`src/rtl/csc_pkg.sv`:
```
// Shared widths, constants, arctangent table and pipeline record types for the
// cylindrical scan to Cartesian converter. No dependencies.
package csc_pkg;

    // Fixed-point formats.
    localparam int FRAC_BITS   = 16;
    localparam int ANGLE_FRAC  = 24;
    localparam int GUARD_BITS  = 8;
    localparam int TABLE_LEN   = 24;
    localparam int ANG_SHIFT   = ANGLE_FRAC - FRAC_BITS;

    // Port field widths.
    localparam int AXIS_W   = 31;
    localparam int OFFSET_W = 32;
    localparam int TURN_W   = 35;
    localparam int HEIGHT_W = 32;
    localparam int POS_W    = 33;
    localparam int ROW_W    = 11;
    localparam int IDX_W    = 20;
    localparam int CNT_MAX_W = 32;

    // Radius and magnitude.
    localparam int RAD_W  = 33;
    localparam int MAG_W  = 32;

    // One row spans 360 << FRAC_BITS = 45 << (FRAC_BITS + 3).
    localparam int ROW_SHIFT   = FRAC_BITS + 3;
    localparam int TQ_W        = TURN_W - ROW_SHIFT;
    localparam int ROW_DIV     = 45;
    localparam int REM_W       = 6;
    localparam int RECIP_W     = 22;
    localparam int RECIP_SHIFT = 27;
    localparam logic [RECIP_W-1:0] ROW_RECIP = RECIP_W'(2982617);

    // Gain correction, 0.60725293500888 in Q30, result keeps GUARD_BITS extra bits.
    localparam int GAIN_W     = 30;
    localparam int GAIN_SHIFT = 22;
    localparam logic [GAIN_W-1:0] GAIN_Q30 = GAIN_W'(652032874);
    localparam int PROD_W = MAG_W + GAIN_W;
    localparam int X0_W   = PROD_W - GAIN_SHIFT;

    // Rotation datapath widths.
    localparam int CW   = 43;
    localparam int ZW   = 34;
    localparam int RX_W = CW - GUARD_BITS;

    localparam logic [AXIS_W-1:0] AXIS_RESET = AXIS_W'(64'd250 << FRAC_BITS);

    localparam int DEFAULT_STAGES     = 18;
    localparam int DEFAULT_INDEX_BITS = 20;
    localparam int Q_DEPTH            = 4;

    // atan(2^-i) in degrees, Q24, rounded.
    localparam logic [29:0] ATAN_TAB [TABLE_LEN] = '{
        30'd754974720, 30'd445687602, 30'd235489088, 30'd119537938,
        30'd60000934,  30'd30029717,  30'd15018523,  30'd7509720,
        30'd3754917,   30'd1877466,   30'd938734,    30'd469367,
        30'd234683,    30'd117342,    30'd58671,     30'd29335,
        30'd14668,     30'd7334,      30'd3667,      30'd1833,
        30'd917,       30'd458,       30'd229,       30'd115
    };

    // Fields that ride alongside the rotation unchanged.
    typedef struct packed {
        logic                       neg;
        logic [ROW_W-1:0]           row;
        logic                       started;
        logic [IDX_W-1:0]           idx;
        logic signed [HEIGHT_W-1:0] height;
    } csc_side_t;

    // One classified sample handed from the front end to the rotator.
    typedef struct packed {
        csc_side_t            side;
        logic signed [CW-1:0] x;
        logic signed [ZW-1:0] z;
    } csc_item_t;

endpackage

```
`src/rtl/csc_queue.sv`:
```
// Short FIFO of classified samples between the front end and the rotator.
// Depends on csc_pkg.
module csc_queue
    import csc_pkg::*;
(
    input  logic      aclk,
    input  logic      aresetn,
    input  logic      push,
    input  csc_item_t push_item,
    output logic      full,
    input  logic      pop,
    output csc_item_t pop_item,
    output logic      avail
);

    localparam int PTR_W = $clog2(Q_DEPTH);

    csc_item_t        mem_reg [Q_DEPTH];
    logic [PTR_W-1:0] wr_ptr_reg;
    logic [PTR_W-1:0] rd_ptr_reg;
    logic [PTR_W:0]   count_reg;

    assign full     = count_reg == (PTR_W+1)'(Q_DEPTH);
    assign avail    = count_reg != '0;
    assign pop_item = mem_reg[rd_ptr_reg];

    always_ff @(posedge aclk) begin
        if (push) begin
            mem_reg[wr_ptr_reg] <= push_item;
        end
    end

    always_ff @(posedge aclk) begin
        if (!aresetn) begin
            wr_ptr_reg <= '0;
            rd_ptr_reg <= '0;
            count_reg  <= '0;
        end else begin
            if (push) begin
                wr_ptr_reg <= (wr_ptr_reg == PTR_W'(Q_DEPTH - 1)) ? '0 : wr_ptr_reg + 1'b1;
            end
            if (pop) begin
                rd_ptr_reg <= (rd_ptr_reg == PTR_W'(Q_DEPTH - 1)) ? '0 : rd_ptr_reg + 1'b1;
            end
            case ({push, pop})
                2'b10:   count_reg <= count_reg + 1'b1;
                2'b01:   count_reg <= count_reg - 1'b1;
                default: count_reg <= count_reg;
            endcase
        end
    end

`ifndef SYNTHESIS
    a_count_bound: assert property (@(posedge aclk) disable iff (!aresetn)
        count_reg <= (PTR_W+1)'(Q_DEPTH))
        else $error("queue count above depth");
    a_no_pop_empty: assert property (@(posedge aclk) disable iff (!aresetn)
        pop |-> count_reg != '0)
        else $error("queue popped while empty");
    a_no_push_full: assert property (@(posedge aclk) disable iff (!aresetn)
        push |-> !full)
        else $error("queue pushed while full");
    a_push_grows: assert property (@(posedge aclk) disable iff (!aresetn)
        push && !pop |=> count_reg == $past(count_reg) + 1'b1)
        else $error("queue count did not follow a lone push");
`endif

endmodule

```
`config.mk`:
```
export PLATFORM = sky130hd
export DESIGN_NAME = csc_queue
export DESIGN_NICKNAME = d
export VERILOG_FILES = /design/src/rtl/csc_pkg.sv /design/src/rtl/csc_queue.sv
export SDC_FILE = /design/constraint.sdc
export NUM_CORES = 1
export LEC_CHECK = 0
export BUFFER_PORTS_ARGS = -buffer_cell sky130_fd_sc_hd__buf_2
export CORE_ASPECT_RATIO = 0.6
export CORE_MARGIN = 10
export CORE_UTILIZATION = 55
export CTS_BUF_LIST = sky130_fd_sc_hd__clkbuf_16
export DETAILED_ROUTE_END_ITERATION = 7
export PLACE_DENSITY = 0.75
export SYNTH_ARGS = -nofsm -noshare
export SYNTH_HDL_FRONTEND = slang
export SYNTH_SLANG_ARGS = --single-unit
```
`constraint.sdc`:
```
create_clock -name aclk -period 13.2 [get_ports aclk]
set_input_delay 0 -clock aclk [delete_from_list [all_inputs] [get_ports aclk]]
set_output_delay 0 -clock aclk [all_outputs]
set_load 0.02 [all_outputs]
```
==> results_dict.tcl <==
set metrics [dict create \
    netlist_area_um2 20900 \
    dr.pass1.iters 5 \
    yosysWarnings 0 \
    dp_cells 1571 \
    grt_overflow 0 \
    wl_um 43500 \
    cts.sink_count 577 \
    hold_path.class "primary input to flip-flop" \
    postSynthAreaPerCell_um2 26.5 \
    dieArea_um2 46500 \
    startpoint_type "flip-flop" \
    finalHoldViolCount 0 \
    r2r_cells 3 \
    initial_utilization_pct 55.6 \
    ys_seq_area_share_pct 82.3 \
    utilization_pct 69.2 \
    r2r_slack_ns 10.73 \
    globalRouteMet3Util_pct 4.34 \
    grt_first_pass_wirelength_um 66500 \
    tritoncts "done" \
    io_pins 290 \
    path_cells "buf_4 -> buf_4 -> mux4_2 -> buf_2" \
    slew_headroom_pct 29.0 \
    rsz0062_at_grt "no" \
    largest_register_ff_count 568 \
    cp.required_ns 13.20 \
    grt_pass1_vias 10795 \
    timing.final.crit_share_pct 26.5 \
    cts_setup_buffers 0 \
    power_uw 3980 \
    vias_per_cell 5.52 \
    insertion_delay_ns 0.56 \
    skew_ns 0.0155 \
    powerDensity_nw_per_um2 153 \
    hpwl_um 25900 \
    layout_min_cycle_time_ns 3.50 \
    finalSetupViolCount 0 \
    status "finished, final reports clean" \
    mostFrequentLayoutCells "568 x edfxtp_1, 289 x buf_2, 146 x dlygate4sd3_1" \
    arrival_ns 3.50 \
    cpMostUsedCell "buf_4" \
    h-tree-depth 2 \
    cp_slowest_stage_delay_ns 0.87 \
    setup_tns_ns 0 \
    gp_congestion 0.735 \
    dieWidth_um 272 \
    met1_usage_pct 25.5 \
    crit_type "flip-flop to primary output" \
    max_freq_mhz 286 \
    ant_nets 0 \
    p_leak_uw 0.00886 \
    syn_to_final_growth_pct 24.5 \
    core_area_um2 37600 \
    routedWlPerCell_um 24.0 \
    synth_cells 789 \
    fillCellCount 2242 \
    cts_buffers 50 \
    first_iter_violations 1065 \
    r2r_start "wr_ptr_reg[0]$_SDFFE_PN0P_" \
    hold_ws_ns 0.193 \
    rows 55 \
    via_count 10022 \
    drv_cap 0 \
    worstReg2RegEnd "mem_reg[3][94]$_DFFE_PP_" \
    worstSetupEndpoint "pop_item[31]" \
    layout_commonest_cell "edfxtp_1" \
    grt_use_met2_pct 30.0 \
    cts_buffer_depth 3 \
    grt_util_all_layers_pct 18.6 \
    antenna_found_initial 6 \
    endpoint_kind "primary output" \
    ys_types 22 \
    drc 0 \
    synth-seq-cells 577 \
    cts_root_buf "clkbuf_16" \
    fin_nets 1409 \
    top_usage_layer "met2" \
    ir_worst_vdd_mv 0.134 \
    final_cell_count_no_fill 1816 \
    dieHeight_um 171 \
    grt_max_degree 71 \
    portBuffers 289 \
    syn_nets 942 \
    drv_slew 0 \
    critPathMaxFanout 69 \
    cts.reportedPaths.clkPinSlew_ns 0.06 \
    worst_pin_slew_ns 1.07 \
    drive_above_1_share_pct 40.2 \
    cp_slowest_cell "buf_4" \
]
==> worst min path at each step <==
| stage | slack (ns) | to | cells after the start | start |
|---|---|---|---|---|
| after floorplan | 0.1 | mem_reg[0][0]$_DFFE_PP_ | 0 | push_item[0] |
| after global placement | 0.21 | mem_reg[3][122]$_DFFE_PP_ | 1 | push_item[122] |
| after detailed placement | 0.21 | mem_reg[3][3]$_DFFE_PP_ | 1 | push_item[3] |
| after CTS | 0.15 | mem_reg[3][13]$_DFFE_PP_ | 2 | push_item[13] |
| after global routing | 0.17 | mem_reg[2][106]$_DFFE_PP_ | 2 | push_item[106] |
| final | 0.19 | mem_reg[0][130]$_DFFE_PP_ | 2 | push_item[130] |
==> power by group <==
part	leakage (uW)	total, uW	internal, uW	switching, uW
sequential	0.00529	2120	2090	25.8
clock	0.000840	1470	843	625
combinational	0.00272	400	170	229
total	0.00886	3980	3100	880
==> per-layer routing <==
| metal | vias up | routed length [um] |
|---|---|---|
| li1 | 4353 | - |
| met1 | 5184 | 17600 |
| met2 | 418 | 21700 |
| met3 | 67 | 3200 |
| met4 | 0 | 1020 |
| met5 | - | 0 |
==> area by class of cell <==
type	instances	area, um^2	share of cell area [%]
multi-input combinational	174	3470	13.3
timing repair buffer	447	3000	11.5
clock buffer	53	1330	5.09
antenna	6	15.0	0.0576
sequential	577	17200	66.2
inverter	6	22.5	0.0864
clock inverter	40	339	1.30
tap	513	642	2.46
==> what timing repair did <==
item	CTS	global route
endpoints found under the hold margin	596	0
resized for setup	0	0
hold buffers	146	0
==> synthesized netlist by cell type <==
| master | n | share of area (%) |
|---|---|---|
| a21boi_0 | 1 | 0.036 |
| or3_1 | 2 | 0.060 |
| and2_1 | 6 | 0.18 |
| dfxtp_1 | 9 | 0.86 |
| a21oi_1 | 1 | 0.024 |
| o21a_1 | 1 | 0.036 |
| buf_6 | 10 | 0.54 |
| o21ai_0 | 2 | 0.048 |
| clkbuf_1 | 6 | 0.11 |
| nand2_1 | 1 | 0.018 |
| xnor2_1 | 1 | 0.042 |
| inv_1 | 6 | 0.11 |
| fa_1 | 1 | 0.096 |
| buf_2 | 16 | 0.38 |
| and3_1 | 1 | 0.030 |
| nor2b_1 | 4 | 0.12 |
| edfxtp_1 | 568 | 81 |
| ha_1 | 6 | 0.36 |
| mux2i_1 | 2 | 0.096 |
| mux4_2 | 142 | 15 |
| nor3b_1 | 2 | 0.072 |
| xor2_1 | 1 | 0.042 |
==> cells by family (layout without fill, tap and decap cells) <==
kind of cell             Yosys count  after routing  share of synthesized area (%)
AO/OA/AOI/OAI                      5              5                          0.143
XOR/XNOR                           2              2                         0.0837
adder cells (fa/ha/maj)            7              7                          0.454
buffers and inverters             38            546                           1.14
flip-flops                       577            577                           82.3
multiplexers                     144            144                           15.4
other                              0              6                              0
AND/OR/NAND/NOR                   16             16                          0.478
==> critical path, delay by kind of cell (launching register included) <==
family                 cells  cell delay, ns
DFF                        1            0.60
muxes                      1            0.46
buffers and inverters      3            1.72
==> through the flow <==
| stage | setup WS (ns) | area [um^2] |
|---|---|---|
| floorplan | 8.89 | 20900 |
| global placement | 10.30 | 22900 |
| detailed placement | 10.29 | 22900 |
| CTS | 9.69 | 26000 |
| global route | 9.50 | 26100 |
| finish | 9.70 | 26100 |
No activity file was read; power rests on OpenSTA's default activity.
